`src/rtl/core/cmod_div.sv`:
```
// restoring divider, one quotient bit per cycle
module cmod_div #(
	parameter int DW = 27,
	parameter int VW = 12
) (
	input logic clk,
	input logic arst_n,
	input logic start,
	input logic [DW-1:0] dividend,
	input logic [VW-1:0] divisor,
	output logic done,
	output logic [DW-1:0] quotient
);

	localparam int CntW = $clog2(DW + 1);

	logic [VW-1:0] rem_q;
	logic [DW-1:0] quo_q;
	logic [VW-1:0] dvs_q;
	logic [CntW-1:0] cnt_q;
	logic busy_q;
	logic done_q;
	logic [VW:0] rem_sh;
	logic ge;

	assign rem_sh = {rem_q, quo_q[DW-1]};
	assign ge = rem_sh >= {1'b0, dvs_q};

	always_ff @(posedge clk or negedge arst_n) begin
		if (!arst_n) begin
			busy_q <= 1'b0;
			done_q <= 1'b0;
			cnt_q <= '0;
		end else begin
			done_q <= 1'b0;
			if (start) begin
				busy_q <= 1'b1;
				cnt_q <= CntW'(DW);
			end else if (busy_q) begin
				cnt_q <= cnt_q - 1'b1;
				if (cnt_q == CntW'(1)) begin
					busy_q <= 1'b0;
					done_q <= 1'b1;
				end
			end
		end
	end

	always_ff @(posedge clk) begin
		if (start) begin
			rem_q <= '0;
			quo_q <= dividend;
			dvs_q <= divisor;
		end else if (busy_q) begin
			rem_q <= ge ? VW'(rem_sh - {1'b0, dvs_q}) : VW'(rem_sh);
			quo_q <= {quo_q[DW-2:0], ge};
		end
	end

	assign done = done_q;
	assign quotient = quo_q;

endmodule

```
`config.mk`:
```
export PLATFORM = sky130hd
export DESIGN_NAME = cmod_div
export DESIGN_NICKNAME = d
export VERILOG_FILES = /design/src/rtl/core/cmod_div.sv
export SDC_FILE = /design/constraint.sdc
export NUM_CORES = 1
export LEC_CHECK = 0
export BUFFER_PORTS_ARGS = -buffer_cell sky130_fd_sc_hd__buf_2
export CAP_MARGIN = 20
export CORE_ASPECT_RATIO = 1.2
export CORE_UTILIZATION = 54
export DETAILED_ROUTE_END_ITERATION = 8
export PLACE_DENSITY = 0.87
export SLEW_MARGIN = 20
export SYNTH_ARGS = -nofsm -noshare
export SYNTH_HDL_FRONTEND = slang
export SYNTH_SLANG_ARGS = --single-unit
export TNS_END_PERCENT = 20
```
`constraint.sdc`:
```
create_clock -name clk -period 2.8 [get_ports clk]
set_input_delay 0.42 -clock clk [delete_from_list [all_inputs] [get_ports clk]]
set_output_delay 0.42 -clock clk [all_outputs]
set_load 0.05 [all_outputs]
```
---- Word level (Yosys, flattened, before mapping) ----
Cells that the tools add are included.
W data, S select, Z words.
word-level totals
  flip-flop bits (word level) ............. 58
cells by class
  reductions and logical operators ........ 1
  mux-type cells .......................... 11
  eq/ne operators ......................... 1
  $lt $le $gt $ge ......................... 1
  $add $sub $neg .......................... 2
operator list
  operator               count
  $mux W27               2
  $ge A13 B12 Y1         1
  $mux W12               1
  $sub A12 B12 Y12       1
  $mux W5                2
  $mux W1                6
  $eq A5 B1 Y1 const B   1
  $sub A5 B1 Y5 const B  1
  $reduce_bool A2 Y1     1

---- Longest topological paths before layout ----
Gate-level depths: netlist of run 1.
  depth in word-level cells ............... 4
  depth in mapped cells ................... 10
  gate-level depth less buffers ........... 9

---- Worst setup path after synthesis of run 1 ----
OpenSTA, ideal clock, no wires.
  kind .................................... register -> register
  from .................................... reg quo_q[26], in the netlist quotient[26]
  to ...................................... reg quo_q[0], in the netlist quotient[0], data pin
  cell stages (with the launch flop) ...... 10
  setup slack ............................. 0.408 ns
  data arrival time ....................... 2.132 ns
  library setup time ...................... 0.260 ns
  buffers on the path ..................... 2
  clock period less this slack ............ 2.392 ns
  data required time ...................... 2.540 ns
  cell sequence ........................... edfxtp_1 -> inv_1 -> ha_1 -> and3_1 -> nand3_1 -> a31oi_1 -> a211o_1 -> buf_6 -> buf_12 -> mux2_2
on the way
  longest elaborated chain between the ends .. 3
RTL lines
  item                    RTL line  text
  from (decl)             18        logic [DW-1:0] quo_q;
  from (signal assigned)  52        quo_q <= dividend;
  from (signal assigned)  56        quo_q <= {quo_q[DW-2:0], ge};
  $ge A13 B12 Y1          27        assign ge = rem_sh >= {1'b0, dvs_q};
  $mux W27                54        end else if (busy_q) begin
  $mux W27                50        if (start) begin
No other way between the ends. The select of a mux whose other input is x is not followed.
A chain may end at the register's enable or synchronous reset.

---- Worst setup path in the final report of run 1 ----
  from .................................... reg dvs_q[5]
  to ...................................... reg rem_q[7]
on the way
  longest elaborated chain between the ends .. 2
RTL lines
  item                                                       RTL line  text
  from (decl)                                                19        logic [VW-1:0] dvs_q;
  from (signal assigned)                                     53        dvs_q <= divisor;
  $sub A12 B12 Y12 / $ge A13 B12 Y1 (equally long branches)  55, 27
  $mux W12 (*)                                               55        rem_q <= ge ? VW'(rem_sh - {1'b0, dvs_q}) : VW'(rem_sh);
  to (signal assigned)                                       55
  to (decl)                                                  17        logic [VW-1:0] rem_q;
Mark *: on every way between the ends. The rest lies on a longest branch, timed or not.

==> flow_summary.yaml, run 1 <==
clock_network:
  cts.clk_slew.worst_paths_ns: 0.06
  clock_sinks: 58
  cts-root-buf: "clkbuf_8"
  cts_setup_buffers: 0
  cts_buffers: 9
  clk_latency_ns: 0.33
  h-tree-depth: 3
  ctsResizeCount: 0
  cts_tree: "built"
  cts_buffer_depth: 2
sta:
  slew_viol_final: 0
  tns_ns: 0
  period_minus_slack_ns: 2.43
  final_hold_viol_count: 0
  worst_slew_margin_rel_pct: 44.7
  setup_viol: 0
  clock_skew_ns: 0.00442
  worstMarginPinSlew_ns: 0.826
  period_share_pct: 86.9
  finalWorstSetupSlack_ns: 0.367
  max_freq_mhz: 411
  rsz0062_at_grt: "no"
synth:
  synth_simple_gate_area_share_pct: 9.16
  synthXorXnorAreaFrac_pct: 3.24
  muxShareOfSynthArea_pct: 13.4
  synth_top_family_by_area: "multiplexers"
  postSynth.asyncResetShare_pct: 12.1
  netlist_instances: 241
  ys.flop_type: "edfxtp_1"
  synth_compound_area_share_pct: 10.4
  yosys_warnings: 0
  yosysSeqAreaShare_pct: 53.3
  syn-num-nets: 298
  netlist_area_um2: 2980
  syn_area_per_cell_um2: 12.4
  ys_ff_latch: 58
  yosys.cell_types.count: 49
  synth_edf_count: 39
  synth_fa_ha_area_share_pct: 6.55
final_layout:
  diodes: 0
  instances_no_fill: 382
  nNetsFinal: 372
  areaGrowthSynthToFinish_pct: 18.3
  num-fill-cells: 390
  drive_gt1_share_pct: 37.5
  final_util_pct: 66.5
setup_path:
  reg2reg_from: "dvs_q[5]$_DFFE_PP_"
  cp-start-kind: "flop"
  cp-end-kind: "flop"
  crit_fanout: 17
  crit_type: "reg2reg"
  worst-r2r-cell-count: 8
  reg2reg_slack_ns: 0.37
  worstPathRequired_ns: 3.02
  crit_start: "dvs_q[5]$_DFFE_PP_"
  crit_arrival_ns: 2.65
  r2r_end: "rem_q[7]$_SDFFE_PP0P_"
die:
  initial_utilization_pct: 56.2
  dieArea_um2: 5820
  num_rows: 29
  io_pins: 70
  die_y_um: 83.3
  core_area_um2: 5300
  die_w_um: 69.8
global_route:
  antenna_found_initial: 0
  gr-usage-all-layers_pct: 21.7
  gr-total-overflow: 0
  grt_pass1_wl_mm: 9.72
  grt_start_max_net_pins: 49
  first_global_vias: 2195
routing:
  num_vias: 2105
  drc: 0
  wl_mm: 5.82
  antenna_left: 0
  vias_per_cell: 5.51
  drt_iter0_drc: 104
  drt-pass1-iter-count: 4
  wl_per_cell_um: 15.2
pwr:
  ir_drop_v: 0.000608
  power_density_nw_per_um2: 826
  leakage_nw: 1.54
hold_path:
  min_path_cells: 1
  holdCritStartpoint: "divisor[10]"
  hold-path-endpoint: "dvs_q[10]$_DFFE_PP_"
  hold_class: "in2reg"
placed_design:
  post-place-ws_ns: 0.393
  routabilityCongestion: 0.874
  place_inst: 365
  io_buffers: 69
  hpwl_mm: 4.20
run_status:
  status: "complete, no violations"
run:
  drv_cap: 0
## routing by layer
layer,global-route usage (%),share of wire (%)
met4,9.82,1.7
met1,25.0,41
met2,36.5,50
met5,0,0
met3,6.80,6.6
## report_power, final
part	total, mW	switching, mW	internal, mW
clock	0.625	0.311	0.314
sequential	1.16	0.0925	1.07
combinational	1.13	0.647	0.478
## registers in the layout (all words and copies together), names as in the netlist
register,flops
cnt_q,5
busy_q,1
quotient,27
done,1
dvs_q,12
rem_q,12
## cell usage in the layout (no fill, tap or decap), drive strengths merged, types with 4 or more instances in the layout
master  instances
a21oi           6
buf            71
clkbuf         12
clkinv          4
dfrtp           7
dfxtp          12
edfxtp         39
ha             14
inv            16
mux2           29
mux2i           7
nand2          18
nand2b          5
nor2           10
nor2b           5
nor3            4
o21ai          13
xnor2           9
## timing repair
item	4_1_cts	5_1_grt
setup endpoints to repair	0	0
endpoints found under the hold margin	7	0
hold buffers	1	0
## worst max-delay path by stage
stage                                       end  slack (ns)  depth (start not counted)
final                     rem_q[7]$_SDFFE_PP0P_        0.37                          8
after global routing      quotient[0]$_DFFE_PP_        0.20                          7
after CTS                 rem_q[7]$_SDFFE_PP0P_        0.39                          8
after detailed placement  quotient[0]$_DFFE_PP_        0.39                          7
after global placement    quotient[0]$_DFFE_PP_        0.44                          7
after floorplan           quotient[0]$_DFFE_PP_        0.41                          9
## critical path, stage by stage (launching register included)
cell	delay [ns]
edfxtp_1	0.33
inv_1	0.04
ha_1	0.34
and4_1	0.31
nand2_1	0.08
a31oi_1	0.17
a211o_1	0.59
nor2_1	0.11
a311o_1	0.33
## cell usage after synthesis, types with 2 or more instances
cell	number	share of area, %
nor3_1	4	0.67
inv_1	16	2.0
xor2_1	2	0.59
nand2b_1	5	1.1
clkbuf_1	7	0.88
and3_1	2	0.42
dfxtp_1	12	8.1
a21o_1	2	0.50
mux2_2	28	11
xnor2_1	9	2.6
a21oi_1	6	1.0
nand3_1	3	0.50
o21ai_0	12	2.0
nor2_1	10	1.3
nand2_1	18	2.3
ha_1	14	5.9
o21a_1	3	0.76
o31ai_1	2	0.50
a211o_1	2	0.59
nor2b_1	5	1.1
dfrtp_1	7	5.9
edfxtp_1	39	39
mux2i_1	7	2.4
## kinds of logic after synthesis
kind of cell / count (synthesis)
flops: 58
simple gates: 54
compound gates: 42
mux: 36
buf+inv: 25
fa+ha+maj: 15
xor+xnor: 11
## through the flow
step           power, mW  area, um2  hold slack [ns]
4_1_cts             2.92       3520            0.249
3_3_place_gp        2.26       3360            0.263
6_report            2.91       3520            0.265
3_5_place_dp        2.29       3360            0.265
5_1_grt             3.07       3520            0.252
2_1_floorplan       2.11       2980            0.124
## area by class of cell
class,count,area (um2),share of cell area (%)
Sequential cell,58,1590,45.0
Multi-Input combinational cell,158,1270,36.2
Timing Repair Buffer,72,370,10.5
Clock buffer,12,135,3.84
Tap cell,62,77.6,2.20
Inverter,16,60.1,1.71
Clock inverter,4,18.8,0.533
(Power assumes the default switching activity.)
==> inputs of run 2 (changes only) <==
--- a/config.mk
+++ b/config.mk
@@ -7,10 +7,12 @@
 export LEC_CHECK = 0
 export BUFFER_PORTS_ARGS = -buffer_cell sky130_fd_sc_hd__buf_2
 export CAP_MARGIN = 20
+export CELL_PAD_IN_SITES_DETAIL_PLACEMENT = 0
+export CELL_PAD_IN_SITES_GLOBAL_PLACEMENT = 1
 export CORE_ASPECT_RATIO = 1.2
-export CORE_UTILIZATION = 54
+export CORE_UTILIZATION = 42
 export DETAILED_ROUTE_END_ITERATION = 8
-export PLACE_DENSITY = 0.87
+export PLACE_DENSITY = 0.86
 export SLEW_MARGIN = 20
 export SYNTH_ARGS = -nofsm -noshare
 export SYNTH_HDL_FRONTEND = slang
==> run 2 against run 1 <==
Combinational power barely moved. Worst hold slack got worse by 0.0064 ns. Sequential power barely moved. Via count fell by 3.6%. Die area rose by 28%. Clock skew rose by 0.0030 ns. Fmax rose by 0.97%. Critical path depth fell by 1. Cell count rose by 6.8%. Core utilization fell by 14 points. Clock-buffer cell count fell by 1. Largest cell class unchanged. Highest routed layer unchanged.
==> flow_summary.yaml, run 2 (synthesized netlist as in run 1, its figures left out) <==
setup_path:
  cp-end-kind: "flop"
  crit_arrival_ns: 2.49
  crit_start: "dvs_q[1]$_DFFE_PP_"
  cp-start-kind: "flop"
  reg2reg_from: "dvs_q[1]$_DFFE_PP_"
  worstPathRequired_ns: 2.88
  crit_type: "reg2reg"
  crit_fanout: 17
  slowest_delay_ns: 0.56
  reg2reg_slack_ns: 0.39
  critPathTopFamily: "compound AO/OA/AOI/OAI gates"
  cp_num_buf_inv: 1
  slowest_stage: "a211o_1"
  crit_chain: "inv_1 -> ha_1 -> nor2b_1 -> o31ai_2 -> a31oi_1 -> a211o_1 -> mux2_2"
global_route:
  first_global_vias: 2075
  grt_pass1_wl_mm: 9.67
  gr-usage-all-layers_pct: 17.5
  antenna_found_initial: 0
  gr-total-overflow: 0
  grt_start_max_net_pins: 33
sta:
  period_minus_slack_ns: 2.41
  worst_slew_margin_rel_pct: 52.9
  final_hold_viol_count: 0
  max_freq_mhz: 415
  setup_viol: 0
  clock_skew_ns: 0.00739
  tns_ns: 0
  slew_viol_final: 0
  rsz0062_at_grt: "no"
  period_share_pct: 86.1
  worstMarginPinSlew_ns: 0.706
die:
  die_y_um: 94.2
  io_pins: 70
  dieArea_um2: 7430
  num_rows: 33
  initial_utilization_pct: 43.4
  core_area_um2: 6850
  die_w_um: 78.9
run_status:
  status: "complete, no violations"
pwr:
  finalPower_mw: 3.05
  p_int_mw: 2.00
  ir_drop_v: 0.000596
  seqPwrFrac_pct: 37.9
  pwr-share-comb_pct: 36.2
  netSwitchingFraction_pct: 34.6
  power_density_nw_per_um2: 845
  p_clk_share_pct: 25.8
  power_switching_mw: 1.05
  leakage_nw: 1.57
final_layout:
  nNetsFinal: 373
  final_common_cell: "buf_2"
  finalInstanceArea_um2: 3610
  drive_gt1_share_pct: 38.9
  final_util_pct: 52.7
  diodes: 0
  largest_reg_flops: 27
  layout_common_cells: "69 x buf_2, 39 x edfxtp_1, 28 x mux2_2"
  areaGrowthSynthToFinish_pct: 21.3
run:
  drv_cap: 0
hold_path:
  holdCritStartpoint: "divisor[0]"
  hold_class: "in2reg"
routing:
  drc: 0
  drt_iter0_drc: 64
  num_vias: 2030
  wl_per_cell_um: 14.3
  vias_per_cell: 4.98
  antenna_left: 0
  drt-pass1-iter-count: 4
  wl_mm: 5.82
placed_design:
  placed_area_um2: 3400
  routabilityCongestion: 0.794
  io_buffers: 69
  hpwl_mm: 4.17
clock_network:
  cts-root-buf: "clkbuf_8"
  clock_sinks: 58
  cts_buffer_depth: 2
  cts.clk_slew.worst_paths_ns: 0.07
  cts_setup_buffers: 0
  cts_tree: "built"
  clk_latency_ns: 0.33
  h-tree-depth: 3
  ctsResizeCount: 0
  cts_buffers: 9
[run 2: cell count changes in the layout (fill, tap and decap cells not counted), sizes merged]
| cell | change |
|---|---|
| buf | +1 |
| bufinv | +1 |
| clkbuf | -1 |
| clkinv | -1 |
| clkinvlp | +1 |
[run 2: repair_timing]
action | in CTS | in global routing
endpoints found under the hold margin | 7 | 0
setup endpoints to repair | 0 | 0
hold buffers | 1 | 0
[run 2: layout make-up]
class                   count  area [um2]
inverters                  16        60.1
clock buffers              11         151
clock inverters             5        52.6
well taps                  87         109
multi-input cells         158        1270
flip-flops and latches     58        1590
repair buffers             73         378
fillers                   620        3240
[run 2: power by group through the flow]
stage | Clock (mW) | Combinational (mW) | Sequential (mW)
after floorplan | 0 | 0.785 | 1.33
after global placement | 0 | 1.10 | 1.17
after detailed placement | 0 | 1.11 | 1.17
after CTS | 0.806 | 1.12 | 1.16
after global routing | 0.837 | 1.22 | 1.18
final | 0.788 | 1.10 | 1.16
[run 2: metal layers]
layer	vias up	part of all wire (%)	track usage, %
met1	921	44	21.1
met3	9	5.9	4.47
li1	1030	-	-
met2	70	48	28.6
met5	-	0	0
met4	0	1.4	9.09
[run 2: path summary, 6_finish.rpt]
path | cells after the start | endpoint
worst max-delay path | 7 | quotient[0]$_DFFE_PP_
worst max register to register | 7 | quotient[0]$_DFFE_PP_
worst min-delay path | 1 | dvs_q[0]$_DFFE_PP_
max in group asynchronous | 2 | cnt_q[1]$_DFFE_PN0P_
min in group asynchronous | 2 | cnt_q[2]$_DFFE_PN0P_
worst min register to register | 2 | rem_q[11]$_SDFFE_PP0P_
[run 2: per-stage QoR]
step / cells / hold slack (ns) / worst slack (ns)
after global placement: 391 / 0.263 / 0.396
after floorplan: 241 / 0.124 / 0.408
after detailed placement: 391 / 0.262 / 0.367
final: 408 / 0.259 / 0.390
after global routing: 408 / 0.246 / 0.211
after CTS: 408 / 0.244 / 0.364
[run 2: worst register-to-register path: stages, from the launching register on]
cell	delay, ns
edfxtp_1	0.42
inv_1	0.07
ha_1	0.22
nor2b_1	0.15
o31ai_2	0.24
a31oi_1	0.12
a211o_1	0.56
mux2_2	0.38
==> inputs of run 3 (changes only) <==
--- a/config.mk
+++ b/config.mk
@@ -10,9 +10,9 @@
 export CELL_PAD_IN_SITES_DETAIL_PLACEMENT = 0
 export CELL_PAD_IN_SITES_GLOBAL_PLACEMENT = 1
 export CORE_ASPECT_RATIO = 1.2
-export CORE_UTILIZATION = 42
+export CORE_UTILIZATION = 38
 export DETAILED_ROUTE_END_ITERATION = 8
-export PLACE_DENSITY = 0.86
+export PLACE_DENSITY = 0.82
 export SLEW_MARGIN = 20
 export SYNTH_ARGS = -nofsm -noshare
 export SYNTH_HDL_FRONTEND = slang
==> constraint.sdc (replaced) <==
create_clock -name clk -period 2 [get_ports clk]
set_input_delay 0.3 -clock clk [delete_from_list [all_inputs] [get_ports clk]]
set_output_delay 0.3 -clock clk [all_outputs]
set_load 0.05 [all_outputs]
==> run 3 against run 2 <==
The flow now finishes with violations (setup timing). Power rose by 62%. Worst hold slack got worse by 0.13 ns. Core utilization rose by 0.34 points. Combinational power rose by 110%. Clock skew rose by 0.0018 ns. Routed wire length rose by 8.9%. Clock-buffer cell count did not move. Clock power rose by 33%. Global-route usage fell by 1.1 points. Critical path type unchanged. Largest power group is now combinational logic. Highest routed layer unchanged.
==> flow_summary.yaml, run 3 (synthesized netlist as in run 1, its figures left out) <==
final_layout:
  num-fill-cells: 681
  multi_input_area_um2: 1430
  layout_common_cells: "69 x buf_2, 39 x edfxtp_1, 33 x buf_4"
  drive_gt1_share_pct: 50.4
  register_area_um2: 1590
  final_util_pct: 53.0
  final_common_cell: "buf_2"
  areaGrowthSynthToFinish_pct: 35.7
  largest_reg_flops: 27
  diodes: 0
  nNetsFinal: 407
sta:
  rsz0062_at_grt: "yes"
  tns_ns: -0.374
  clock_skew_ns: 0.00921
  worst_slew_margin_rel_pct: 65.9
  worstMarginPinSlew_ns: 0.510
  finalWorstSetupSlack_ns: -0.0868
  period_minus_slack_ns: 2.09
  period_share_pct: 104
  slew_viol_final: 0
  max_freq_mhz: 479
  final_hold_viol_count: 0
  setup_viol: 9
setup_path:
  critPathTopFamily: "compound AO/OA/AOI/OAI gates"
  cp-end-kind: "flop"
  worstPathRequired_ns: 2.21
  slowest_delay_ns: 0.41
  cp_num_buf_inv: 3
  crit_type: "reg2reg"
  cp-start-kind: "flop"
  reg2reg_from: "dvs_q[1]$_DFFE_PP_"
  crit_start: "dvs_q[1]$_DFFE_PP_"
  crit_chain: "inv_2 -> ha_4 -> nor2b_4 -> o31ai_4 -> a31oi_2 -> a211o_4 -> buf_12 -> buf_4 -> nor2_1 -> o31ai_1"
  crit_arrival_ns: 2.29
  crit_fanout: 8
  slowest_stage: "edfxtp_1"
placed_design:
  io_buffers: 69
  hpwl_mm: 4.58
  routabilityCongestion: 0.846
routing:
  drt_iter0_drc: 119
  drc: 0
  wl_mm: 6.33
  wl_per_cell_um: 14.2
  drt-pass1-iter-count: 4
  antenna_left: 0
  vias_per_cell: 4.96
  num_vias: 2217
run:
  drv_cap: 0
hold_path:
  hold_class: "in2reg"
  holdCritStartpoint: "divisor[3]"
clock_network:
  cts_tree: "built"
  cts.clk_slew.worst_paths_ns: 0.07
  cts_buffer_depth: 2
  clock_sinks: 58
  cts_buffers: 9
  h-tree-depth: 3
  cts-root-buf: "clkbuf_8"
  clk_latency_ns: 0.34
die:
  die_w_um: 82.8
  dieArea_um2: 8200
  io_pins: 70
  core_area_um2: 7620
  initial_utilization_pct: 39.1
  die_y_um: 99.0
  num_rows: 35
global_route:
  first_global_vias: 2313
  grt_pass1_wl_mm: 10.5
  gr-usage-all-layers_pct: 16.4
  grt_start_max_net_pins: 31
  antenna_found_initial: 0
  gr-total-overflow: 0
pwr:
  ir_drop_v: 0.000642
  finalPower_mw: 4.94
  leakage_nw: 1.76
  power_density_nw_per_um2: 1220
run_status:
  status: "complete, but fails checks"
  violations: "setup timing"
run 3: cell count changes in the layout (fill, tap and decap cells not counted), sizes merged:
cell,previous run,this run
buf,72,106
run 3: where the power goes:
| part | leakage (nW) | switching (mW) | total [mW] | internal [mW] |
|---|---|---|---|---|
| registers | 0.578 | 0.127 | 1.62 | 1.49 |
| clock network | 0.0933 | 0.479 | 1.05 | 0.574 |
| logic | 1.09 | 1.12 | 2.28 | 1.15 |
run 3: repair_timing:
action	4_1_cts	5_1_grt
pin swaps	6	8
endpoints found under the setup margin	13	13
hold buffers	1	0
endpoints found under the hold margin	7	0
resized for setup	18	21
setup buffers	2	1
run 3: area by class of cell:
cell class / instances / area share [%]
inverter: 16 / 1.49
multi-input combinational: 158 / 35.3
clock inverter: 5 / 1.39
tap: 92 / 2.85
timing repair buffer: 107 / 16.5
clock buffer: 11 / 3.25
sequential: 58 / 39.3
run 3: per-stage QoR:
step                hold WS (ns)  instance area [um2]  setup slack, ns  std cells
global placement           0.142                 3660           -0.128        427
finish                     0.132                 4040          -0.0868        447
detailed placement         0.146                 3660           -0.222        427
global route               0.114                 4040           -0.176        447
CTS                        0.118                 3930           -0.151        446
floorplan                0.00441                 2980           -0.331        241
run 3: per-layer routing:
| layer | part of all wire [%] | global-route usage [%] |
|---|---|---|
| met1 | 41 | 18.7 |
| met2 | 52 | 28.7 |
| met3 | 6.1 | 4.19 |
| met4 | 1.4 | 7.56 |
| met5 | 0 | 0 |
run 3: path summary, 6_finish.rpt:
| kind | cells after the start | slack [ns] | to |
|---|---|---|---|
| min in group asynchronous | 2 | 0.32 | cnt_q[0]$_DFFE_PN0P_ |
| min reg2reg | 2 | 0.49 | rem_q[11]$_SDFFE_PP0P_ |
| max reg2reg | 10 | -0.09 | rem_q[11]$_SDFFE_PP0P_ |
| min | 1 | 0.13 | dvs_q[3]$_DFFE_PP_ |
| max in group asynchronous | 2 | 1.52 | cnt_q[4]$_DFFE_PN0P_ |
| max | 10 | -0.09 | rem_q[11]$_SDFFE_PP0P_ |
run 3: worst reg2reg max path: cells and delay by family, from the launching register on:
kind / cells / cell delay [ns]
fa+ha+maj: 1 / 0.19
buf+inv: 3 / 0.36
flops: 1 / 0.41
compound gates: 4 / 0.75
simple gates: 2 / 0.25
